<file path="src/design/csct_pkg.sv">
package csct_pkg;

  localparam logic [31:0] UNKNOWN_KEY = 32'hFFFF_FFFF;
  localparam logic [32:0] IMAGE_SKIP  = 33'h0_0000_1000;

  // Input opcodes.
  localparam logic OP_DISPATCH = 1'b0;
  localparam logic OP_REPORT   = 1'b1;

  // Row kinds.
  localparam logic [1:0] ROW_ACK     = 2'd0;
  localparam logic [1:0] ROW_SUMMARY = 2'd1;
  localparam logic [1:0] ROW_ENTRY   = 2'd2;

  // Call forms.
  localparam logic [2:0] FORM_NONE  = 3'd0;
  localparam logic [2:0] FORM_E8    = 3'd1;
  localparam logic [2:0] FORM_FF15  = 3'd2;
  localparam logic [2:0] FORM_FFD0  = 3'd3;
  localparam logic [2:0] FORM_FF10  = 3'd4;
  localparam logic [2:0] FORM_FF50  = 3'd5;
  localparam logic [2:0] FORM_FF90  = 3'd6;
  localparam logic [2:0] FORM_FF14  = 3'd7;

  // Configuration register indexes.
  localparam logic [1:0] REG_CENSUS_ENABLE = 2'd0;
  localparam logic [1:0] REG_IMAGE_LOW     = 2'd1;
  localparam logic [1:0] REG_IMAGE_HIGH    = 2'd2;

  typedef struct packed {
    logic        opcode;
    logic [31:0] caller_return;
    logic        is_view_rotation;
    logic        bytes_readable;
    logic [7:0]  byte_back_1;
    logic [7:0]  byte_back_2;
    logic [7:0]  byte_back_3;
    logic [7:0]  byte_back_4;
    logic [7:0]  byte_back_5;
    logic [7:0]  byte_back_6;
    logic [7:0]  byte_back_7;
  } req_t;

  typedef struct packed {
    logic [1:0]  row_kind;
    logic [2:0]  call_form;
    logic [31:0] entry_key;
    logic [31:0] entry_count;
    logic [31:0] entry_delta;
    logic [31:0] dispatch_total;
    logic [31:0] unverified_total;
    logic        dropped;
    logic        last;
  } row_t;

  // The first matching form wins, in the order of the codes above.
  function automatic logic [2:0] classify(input req_t r);
    logic [2:0] form;
    form = FORM_NONE;
    if (!r.bytes_readable) begin
      form = FORM_NONE;
    end else if (r.byte_back_5 == 8'hE8) begin
      form = FORM_E8;
    end else if (r.byte_back_6 == 8'hFF && r.byte_back_5 == 8'h15) begin
      form = FORM_FF15;
    end else if (r.byte_back_2 == 8'hFF && (r.byte_back_1 & 8'hF8) == 8'hD0) begin
      form = FORM_FFD0;
    end else if (r.byte_back_2 == 8'hFF && (r.byte_back_1 & 8'hF8) == 8'h10) begin
      form = FORM_FF10;
    end else if (r.byte_back_3 == 8'hFF && (r.byte_back_2 & 8'hF8) == 8'h50) begin
      form = FORM_FF50;
    end else if (r.byte_back_6 == 8'hFF && (r.byte_back_5 & 8'hF8) == 8'h90) begin
      form = FORM_FF90;
    end else if (r.byte_back_7 == 8'hFF && r.byte_back_6 == 8'h14) begin
      form = FORM_FF14;
    end
    return form;
  endfunction

endpackage

</file>
<file path="src/design/csct_ram.sv">
module csct_ram #(
  parameter int WIDTH = 32,
  parameter int DEPTH = 16,
  localparam int ADDR_W = (DEPTH > 1) ? $clog2(DEPTH) : 1
) (
  input  logic              clk,
  input  logic              we,
  input  logic [ADDR_W-1:0] waddr,
  input  logic [WIDTH-1:0]  wdata,
  input  logic [ADDR_W-1:0] raddr,
  output logic [WIDTH-1:0]  rdata
);

  logic [WIDTH-1:0] mem [DEPTH];

  always_ff @(posedge clk) begin
    if (we) begin
      mem[waddr] <= wdata;
    end
    rdata <= mem[raddr];
  end

endmodule

</file>
<file path="src/design/call_site_census_table.sv">
// A dispatch that is not counted goes straight to ACK, which loads its row once the output is free.
// A counted dispatch checks one key entry at a time through SCAN and CHECK; a hit, a new key
// or a dropped key then goes to ACK for its row.
// A report gives its summary row from RSUM, then one entry row per entry through RREAD and RROW,
// where each entry waits for its registered read; output stalls hold each row state.
// One item is in work at a time. Reset empties the table through the fill level at once.
module call_site_census_table #(
  parameter int SLOTS = 16
) (
  input  logic            clk,
  input  logic            rst,
  input  logic            req_valid,
  output logic            req_ready,
  input  csct_pkg::req_t  req,
  output logic            row_valid,
  input  logic            row_ready,
  output csct_pkg::row_t  row,
  input  logic            cfg_valid,
  output logic            cfg_ready,
  input  logic [1:0]      cfg_index,
  input  logic [31:0]     cfg_data
);

  localparam int AW = (SLOTS > 1) ? $clog2(SLOTS) : 1;
  localparam int CW = $clog2(SLOTS + 1);
  localparam logic [CW-1:0] FULL = CW'(SLOTS);

  typedef enum logic [6:0] {
    IDLE  = 7'b0000001,
    SCAN  = 7'b0000010,
    CHECK = 7'b0000100,
    ACK   = 7'b0001000,
    RSUM  = 7'b0010000,
    RREAD = 7'b0100000,
    RROW  = 7'b1000000
  } state_t;

  state_t state;

  logic        census_enable;
  logic [31:0] image_low;
  logic [31:0] image_high;

  logic [CW-1:0] fill;
  logic [CW-1:0] idx;
  logic [31:0]   dispatch_cnt;
  logic [31:0]   unverified_cnt;
  logic [31:0]   key;
  logic [2:0]    form;
  logic          drop_flag;

  logic [2:0]  req_form;
  logic        in_image;
  logic        unknown;
  logic        slot_free;
  logic        row_load;
  logic        accept;

  logic          key_we, cnt_we, rep_we;
  logic [AW-1:0] key_waddr, cnt_waddr, rep_waddr;
  logic [31:0]   key_wdata, cnt_wdata, rep_wdata;
  logic [31:0]   key_rdata, cnt_rdata, rep_rdata;
  logic [AW-1:0] raddr;

  assign cfg_ready = 1'b1;
  assign req_ready = (state == IDLE);
  assign accept    = req_valid && req_ready;
  assign slot_free = !row_valid || row_ready;
  assign row_load  = slot_free && (state == ACK || state == RSUM || state == RROW);

  assign req_form = csct_pkg::classify(req);
  // The image starts one page above its base; the sum is taken without wrap.
  assign in_image = ({1'b0, req.caller_return} >= ({1'b0, image_low} + csct_pkg::IMAGE_SKIP))
                 && (req.caller_return < image_high);
  assign unknown = !in_image || (req_form == csct_pkg::FORM_NONE);

  assign raddr = idx[AW-1:0];

  always_comb begin
    key_we    = 1'b0;
    cnt_we    = 1'b0;
    rep_we    = 1'b0;
    key_waddr = fill[AW-1:0];
    cnt_waddr = fill[AW-1:0];
    rep_waddr = idx[AW-1:0];
    key_wdata = key;
    cnt_wdata = 32'd1;
    rep_wdata = 32'd0;
    case (state)
      SCAN: begin
        if (idx == fill && fill != FULL) begin
          key_we    = 1'b1;
          cnt_we    = 1'b1;
          rep_we    = 1'b1;
          rep_waddr = fill[AW-1:0];
        end
      end
      CHECK: begin
        if (key_rdata == key) begin
          cnt_we    = 1'b1;
          cnt_waddr = idx[AW-1:0];
          cnt_wdata = cnt_rdata + 32'd1;
        end
      end
      RROW: begin
        if (slot_free) begin
          rep_we    = 1'b1;
          rep_wdata = cnt_rdata;
        end
      end
      default: begin
      end
    endcase
  end

  csct_ram #(.WIDTH(32), .DEPTH(SLOTS)) u_key_ram (
    .clk   (clk),
    .we    (key_we),
    .waddr (key_waddr),
    .wdata (key_wdata),
    .raddr (raddr),
    .rdata (key_rdata)
  );

  csct_ram #(.WIDTH(32), .DEPTH(SLOTS)) u_count_ram (
    .clk   (clk),
    .we    (cnt_we),
    .waddr (cnt_waddr),
    .wdata (cnt_wdata),
    .raddr (raddr),
    .rdata (cnt_rdata)
  );

  csct_ram #(.WIDTH(32), .DEPTH(SLOTS)) u_reported_ram (
    .clk   (clk),
    .we    (rep_we),
    .waddr (rep_waddr),
    .wdata (rep_wdata),
    .raddr (raddr),
    .rdata (rep_rdata)
  );

  always_ff @(posedge clk) begin
    if (rst) begin
      census_enable <= 1'b0;
      image_low     <= 32'd0;
      image_high    <= 32'd0;
    end else if (cfg_valid && cfg_ready) begin
      case (cfg_index)
        csct_pkg::REG_CENSUS_ENABLE: census_enable <= cfg_data[0];
        csct_pkg::REG_IMAGE_LOW:     image_low     <= cfg_data;
        csct_pkg::REG_IMAGE_HIGH:    image_high    <= cfg_data;
        default: begin
        end
      endcase
    end
  end

  always_ff @(posedge clk) begin
    if (rst) begin
      state          <= IDLE;
      fill           <= '0;
      idx            <= '0;
      dispatch_cnt   <= 32'd0;
      unverified_cnt <= 32'd0;
      drop_flag      <= 1'b0;
      row_valid      <= 1'b0;
    end else begin
      if (row_load) begin
        row_valid <= 1'b1;
      end else if (row_valid && row_ready) begin
        row_valid <= 1'b0;
      end
      case (state)
        IDLE: begin
          if (accept) begin
            idx       <= '0;
            drop_flag <= 1'b0;
            if (req.opcode == csct_pkg::OP_DISPATCH) begin
              form <= req_form;
              key  <= unknown ? csct_pkg::UNKNOWN_KEY : req.caller_return;
              if (census_enable && req.is_view_rotation) begin
                dispatch_cnt <= dispatch_cnt + 32'd1;
                if (unknown) begin
                  unverified_cnt <= unverified_cnt + 32'd1;
                end
                state <= SCAN;
              end else begin
                state <= ACK;
              end
            end else begin
              state <= RSUM;
            end
          end
        end
        SCAN: begin
          // Reaching the fill level means the key is new to the table.
          if (idx == fill) begin
            if (fill != FULL) begin
              fill <= fill + 1'b1;
            end else begin
              drop_flag <= 1'b1;
            end
            state <= ACK;
          end else begin
            state <= CHECK;
          end
        end
        CHECK: begin
          if (key_rdata == key) begin
            state <= ACK;
          end else begin
            idx   <= idx + 1'b1;
            state <= SCAN;
          end
        end
        ACK: begin
          if (slot_free) begin
            row.row_kind         <= csct_pkg::ROW_ACK;
            row.call_form        <= form;
            row.entry_key        <= 32'd0;
            row.entry_count      <= 32'd0;
            row.entry_delta      <= 32'd0;
            row.dispatch_total   <= dispatch_cnt;
            row.unverified_total <= unverified_cnt;
            row.dropped          <= drop_flag;
            row.last             <= 1'b1;
            state                <= IDLE;
          end
        end
        RSUM: begin
          if (slot_free) begin
            row.row_kind         <= csct_pkg::ROW_SUMMARY;
            row.call_form        <= csct_pkg::FORM_NONE;
            row.entry_key        <= 32'd0;
            row.entry_count      <= 32'd0;
            row.entry_delta      <= 32'd0;
            row.dispatch_total   <= dispatch_cnt;
            row.unverified_total <= unverified_cnt;
            row.dropped          <= 1'b0;
            row.last             <= (fill == '0);
            state                <= (fill == '0) ? IDLE : RREAD;
          end
        end
        RREAD: begin
          state <= RROW;
        end
        RROW: begin
          // The read address holds at idx, so the memory outputs stay put while
          // the output register is occupied.
          if (slot_free) begin
            row.row_kind         <= csct_pkg::ROW_ENTRY;
            row.call_form        <= csct_pkg::FORM_NONE;
            row.entry_key        <= key_rdata;
            row.entry_count      <= cnt_rdata;
            row.entry_delta      <= cnt_rdata - rep_rdata;
            row.dispatch_total   <= dispatch_cnt;
            row.unverified_total <= unverified_cnt;
            row.dropped          <= 1'b0;
            row.last             <= (idx + 1'b1 == fill);
            idx                  <= idx + 1'b1;
            state                <= (idx + 1'b1 == fill) ? IDLE : RREAD;
          end
        end
        default: begin
          state <= IDLE;
        end
      endcase
    end
  end

endmodule

</file>
<file path="config.mk">
export PLATFORM = sky130hd
export DESIGN_NAME = call_site_census_table
export DESIGN_NICKNAME = d
export VERILOG_FILES = /design/src/design/csct_pkg.sv /design/src/design/csct_ram.sv /design/src/design/call_site_census_table.sv
export SDC_FILE = /design/constraint.sdc
export NUM_CORES = 2
export LEC_CHECK = 0
export BUFFER_PORTS_ARGS = -buffer_cell sky130_fd_sc_hd__clkbuf_2
export CAP_MARGIN = 15
export CORE_ASPECT_RATIO = 1.1
export CORE_MARGIN = 5
export CORE_UTILIZATION = 56
export CTS_BUF_LIST = sky130_fd_sc_hd__clkbuf_16
export DETAILED_ROUTE_END_ITERATION = 6
export PLACE_DENSITY = 0.72
export SYNTH_ARGS = -nofsm -noshare
export SYNTH_HDL_FRONTEND = slang
export SYNTH_HIERARCHICAL = 1
export SYNTH_SLANG_ARGS = --single-unit
</file>
<file path="constraint.sdc">
create_clock -name clk -period 13.28 [get_ports clk]
set_clock_uncertainty 0.05 [all_clocks]
set_input_delay 0.664 -clock clk [delete_from_list [all_inputs] [get_ports clk]]
set_output_delay 0.664 -clock clk [all_outputs]
set_load 0.05 [all_outputs]
</file>
-- Yosys cells after proc, flatten, opt, wreduce, memory -nomap -nowiden
Memory sizes are Yosys's and may differ from the RTL's. A register that Yosys moved wholly into a read port is not among the register bits.
Index checks and enable logic that the tools add are counted.
W data, S select, Z words.
- reductions and logical operators: 36
- muxes and demuxes: 53
- $lt $le $gt $ge: 2
- divide/modulo/power cells: 0
- equal/unequal tests: 31
- multiply operators: 0
- bitwise operators: 2
- shift operators: 0
- add/sub/neg operators: 7
- operators with widths (cell ; count):
    $mux W167 ; 3
    $pmux W167 S3 ; 1
    $mux W32 ; 4
    $add A32 B1 Y32 const B ; 3
    $pmux W7 S7 ; 1
    $eq A8 B8 Y1 const B ; 5
    $mux W7 ; 5
    $add A32 B13 Y33 const B ; 1
    $ge A32 B33 Y1 ; 1
    $eq A32 B32 Y1 ; 1
    $lt A32 B32 Y1 ; 1
    $sub A32 B32 Y32 ; 1
    $mux W4 ; 7
    $mux W3 ; 8
    $reduce_and A4 Y1 ; 5
    $eq A8 B5 Y1 const B ; 2
    $mux W1 ; 15
    $mux W5 ; 3
    $pmux W5 S3 ; 1
    $logic_and A1 B1 Y1 ; 12
    $mux W6 ; 2
    $ne A2 B2 Y1 const B ; 6
    $add A5 B1 Y5 const B ; 2
    $eq A5 B5 Y1 ; 2
    26 further kinds ; 39
- memories: 3
- memory bits (read-only): 0
- input port bits: 130
- output and inout port bits: 170
- register bits: 350
- logic and storage cells: 155
- memory bits (writable): 1536
- bits in latches: 0
- memory list (memory ; depth ; bits a word ; read ports ; clocked after memory_dff ; write ports ; RTL line ; source):
    u_count_ram.mem ; 16 ; 32 ; 1 ; 1 ; 1 ; csct_ram.sv:14 ; logic [WIDTH-1:0] mem [DEPTH];
    u_key_ram.mem ; 16 ; 32 ; 1 ; 1 ; 1 ; csct_ram.sv:14 ;
    u_reported_ram.mem ; 16 ; 32 ; 1 ; 1 ; 1 ; csct_ram.sv:14 ;

-- Longest topological paths before layout
- depth after elaboration: 13
- gate-level depth with buffers: 18
- depth with buffers taken out: 16

-- Hierarchy
Netlist, hierarchy kept.
- by module, submodules not included (module ; times used ; cells each ; area each (um2) ; sequential area each (um2)):
    csct_ram ; 3 ; 838 ; 19835.3 ; 16015.4
    call_site_census_table ; 1 ; 1877 ; 18302.6 ; 9028.7

-- Least setup slack after synthesis
Ideal clock, no wire load.
- path kind: reg-to-reg
- start: reg state[1]
- end: reg row[0] (netlist bit), enable pin
- clock period less this slack: 13824 ps
- cell stages (with the launch flop): 6
- data required time: 12330 ps
- path slack: -544 ps
- arrival: 12874 ps
- buffers on the path: 0
- library setup time: 900 ps
- path through: dfxtp_1 > or4_1 > or2_2 > a21oi_1 > a31oi_1 > nor3_1
- cells in the longest elaborated chain, start to end: 3
- elaborated cells on any way between the ends: 8
- classes of those cells: eq/ne (6); reduce/logical (2)
- RTL lines (item ; RTL line ; source):
    start: declaration ; call_site_census_table.sv:38 ; state_t state;
    start signal: assignment ; call_site_census_table.sv:242 ; state <= (fill == '0) ? IDLE : RREAD;
    start signal: assignment ; call_site_census_table.sv:262 ; state <= (idx + 1'b1 == fill) ? IDLE : RREAD;
    $eq A7 B7 Y1 (tied with other cells) ; call_site_census_table.sv:174 ; case (state)
    $ne A2 B2 Y1 (no line) / $reduce_bool A3 Y1 (equally long branches) ; n/a ;
    $reduce_and A5 Y1 (no line) * ; n/a ;
    end: declaration ; call_site_census_table.sv:17 ; output csct_pkg::row_t row,
Mark *: on every way between the ends. The rest lies on a longest branch, timed or not.
A chain may end at the register's enable or synchronous reset.

-- Worst setup path in the final report
- start: reg key[2]
- end: mem u_count_ram.mem[13][30], enable pin
- elaborated cells on any way between the ends: 7
- classes of those cells: eq/ne (1); mux (6)
- RTL lines (item ; RTL line ; source):
    start: declaration ; call_site_census_table.sv:48 ; logic [31:0] key;
    start signal: assignment ; call_site_census_table.sv:181 ; key <= unknown ? csct_pkg::UNKNOWN_KEY : req.caller_return;
    $eq A32 B32 Y1 ; call_site_census_table.sv:99 ; if (key_rdata == key) begin
    $mux W4 ; call_site_census_table.sv:99 ;
    $mux W4 ; call_site_census_table.sv:89 ; case (state)
    net cnt_waddr[1] ; call_site_census_table.sv:60 ; logic [AW-1:0] key_waddr, cnt_waddr, rep_waddr;
    end: declaration ; csct_ram.sv:14 ;
The timed path passes the listed nets, and every way through them passes these cells.

==> results.py <==
metrics = {
    "layout": {
        "fin_cells": 6744,
        "seqCellArea_sq_um": 57080,
        "fin_nets": 5002,
        "final_common_cell": "edfxtp_1",
        "layout_common_cells": "edfxtp_1 (1738), mux4_2 (384), nand2_1 (317)",
        "fin_area_sq_um": 87740,
        "utilization": 0.6352,
        "drive_gt1_frac": 0.2287,
        "num-fill-cells": 9546,
        "areaGrowthSynthToFinish_pct": 12.77,
        "multi_input_area_sq_um": 19860,
    },
    "logic_synthesis": {
        "ys.flop_type": "edfxtp_1",
        "syn_area_sq_um": 77810,
        "synthDominantCellAreaShare": 0.6708,
        "synth_top_area_cell": "edfxtp_1",
        "yosysUniqueCellTypes": 76,
        "synth-edff-count": 1738,
        "synth_seq_cells": 1982,
        "ys_warn_count": 6,
        "synthTopCellsByArea": "edfxtp_1 (67%), mux4_2 (11%), dfxtp_1 (6.3%), a22oi_1 (1.9%), ha_1 (1.6%)",
        "async_flop_share": 0,
        "avgSynthCellArea_sq_um": 17.72,
        "syn_inst": 4391,
        "synth_fp_nets": 4624,
        "ys_seq_area_frac": 0.7335,
    },
    "die": {
        "core_area_sq_um": 138100,
        "dieArea_sq_um": 146500,
        "fp.dieH_microns": 400.9,
        "die_w_microns": 365.4,
        "io_pins": 300,
        "start_util": 0.5633,
        "rows": 143,
    },
    "timing": {
        "setup-tns-final_ns": 0,
        "timing_hold_violations_final": 0,
        "max_slew_margin": 0.1734,
        "fin_crit_sh": 0.3799,
        "fin_crit_ns": 5.045,
        "rsz0062_at_grt": "false",
        "max_clock_freq_mhz": 198.2,
        "worstMarginPinSlew_ns": 1.237,
        "setup_viol": 0,
        "slew_viol_final": 0,
    },
    "drt": {
        "drt_iter0_drc": 4502,
        "drt_wl_total_microns": 186000,
        "wl_per_cell_microns": 27.58,
        "wl_met2_microns": 89260,
        "drtPass1Iterations": 6,
        "dr_total_vias": 42270,
        "dr.max_layer_used": "met5",
        "postRouteAntennaNets": 0,
        "wl_met3_microns": 17440,
        "routedLengthMet1_microns": 72920,
        "drc": 0,
        "via_per_inst": 6.268,
    },
    "global_route": {
        "grt_pass1_vias": 42210,
        "antenna_found_initial": 8,
        "gr-total-overflow": 0,
        "grt_util_all_layers": 0.2541,
        "grt_pass1_wl_microns": 274200,
        "grt_max_degree": 149,
    },
    "worst_setup_path": {
        "r2r_cells": 9,
        "startpoint": "key[2]",
        "regToRegSetupSlack_ns": 8.24,
        "cp_slowest_cell": "nor4_1",
        "reg2reg_from": "key[2]",
        "crit_path_max_fanout": 38,
        "cp.required_ns": 13.68,
        "cpPeakStageDelay_ns": 0.90,
        "crit_arrival_ns": 5.45,
        "crit_path_end": "u_count_ram/mem[13][30]",
        "crit_top_cell": "buf_4",
        "crit_chain": "xnor2_1 -> nand4_1 -> nor4_1 -> nand3_2 -> buf_4 -> mux2_2 -> nand2b_1 -> nor2_4 -> buf_4",
        "r2r-end": "u_count_ram/mem[13][30]",
        "cp-start-kind": "flop",
        "critPathKind": "reg2reg",
        "crit_path_end_kind": "flop",
    },
    "placed_design": {
        "dp_cells": 6387,
        "io_buffers": 287,
        "place_congestion": 0.8356,
        "placed_cell_area_sq_um": 81800,
        "place_hpwl_microns": 106900,
    },
    "run_status": {
        "status": "finished clean",
    },
    "run": {
        "max_cap_viol_count": 0,
    },
    "cts": {
        "root_buffer": "clkbuf_16",
        "clk_pin_slew_ns": 0.06,
        "post_cts_resized": 0,
        "cts_tree": "built",
        "cts_setup_buffers": 0,
        "cts_sinks": 1982,
        "cts_made_buffers": 186,
        "insertion_delay_ns": 0.80,
        "clk_path_buf_depth": 3,
        "htreeDepth": 4,
        "cts_hold_buffers": 6,
    },
    "worst_hold_path": {
        "hold_depth": 3,
        "min_path_type": "in2reg",
    },
    "power_and_ir_drop": {
        "p_leak_nw": 27.87,
        "power.density_nw_per_um2": 138.5,
        "ir_worst_vdd_uv": 167.8,
    },
}
==> cell usage after synthesis, drive strengths merged, types with 73 or more instances <==
cell and instances:
a22oi 194, a21oi 138, nor2 206, clkbuf 111
inv 107, buf 89, xnor2 97, dfxtp 244
mux4 384, ha 102, nand2 317, edfxtp 1738
and2 73
==> worst max-delay path: cells and delay by family (launching register included) <==
family                    cells  cell delay [ns]
muxes                         1             0.42
and+or+nand+nor               5             2.38
xor gates and xnor gates      1             0.37
DFF                           1             0.63
buffers and inverters         2             0.80
==> state kept, by name, indices dropped and copies added, names as in the netlist <==
register,cells
drop_flag,1
u_key_ram/mem,512
u_key_ram/rdata,32
u_count_ram/rdata,32
form,3
idx,5
image_low,32
u_count_ram/mem,512
row,167
u_reported_ram/mem,512
fill,5
unverified_cnt,32
row_valid,1
census_enable,1
image_high,32
u_reported_ram/rdata,32
state,7
dispatch_cnt,32
key,32
==> where the power goes <==
part           switching, mW  total (mW)  internal (mW)
registers             0.0308        6.76           6.73
logic                  0.213       0.289         0.0757
clock network           2.25        5.10           2.86
==> routing by layer <==
layer | GRT usage | vias up
met4 | 0.08603 | 2
li1 | - | 18090
met5 | 0 | -
met2 | 0.4002 | 2098
met3 | 0.04864 | 319
met1 | 0.3629 | 21760
==> kinds of logic (layout without fill, tap and decap cells) <==
group | Yosys count | count (layout) | share of synthesized area
compound gates | 473 | 473 | 0.04023
xor+xnor | 155 | 155 | 0.01745
fa+ha+maj | 103 | 103 | 0.01666
buf+inv | 307 | 844 | 0.01688
flops | 1982 | 1982 | 0.7335
mux | 395 | 395 | 0.1127
other cells | 1 | 5 | 0.00004820
simple gates | 975 | 975 | 0.06249
==> layout make-up <==
cell class / count / area share
sequential: 1982 / 0.6506
multi-input combinational: 2102 / 0.2264
clock buffer: 191 / 0.05447
tap: 1812 / 0.02584
timing repair buffer: 390 / 0.02567
clock inverter: 156 / 0.01238
inverter: 107 / 0.004592
antenna: 4 / 0.0001141
==> worst min path at each step <==
stage / from / end / slack (ns)
6_report: cfg_data[8] / image_low[8] / 0.06
5_1_grt: cfg_data[19] / image_low[19] / 0.04
4_1_cts: cfg_data[10] / image_low[10] / 0.001
3_5_place_dp: image_high[0] / image_high[0] / 0.39
3_3_place_gp: unverified_cnt[31] / row[33] / 0.38
2_1_floorplan: unverified_cnt[31] / row[33] / 0.37
==> stage by stage <==
step | worst slack, ns | power (mW) | hold WS [ns]
floorplan | 4.571 | 7.078 | 0.3731
global placement | 8.349 | 7.176 | 0.3822
detailed placement | 8.266 | 7.180 | 0.3933
CTS | 8.160 | 12.24 | 0.001486
global route | 7.934 | 12.53 | 0.03588
finish | 8.235 | 12.15 | 0.05872
Note: power is estimated with default switching activity, not from simulation.
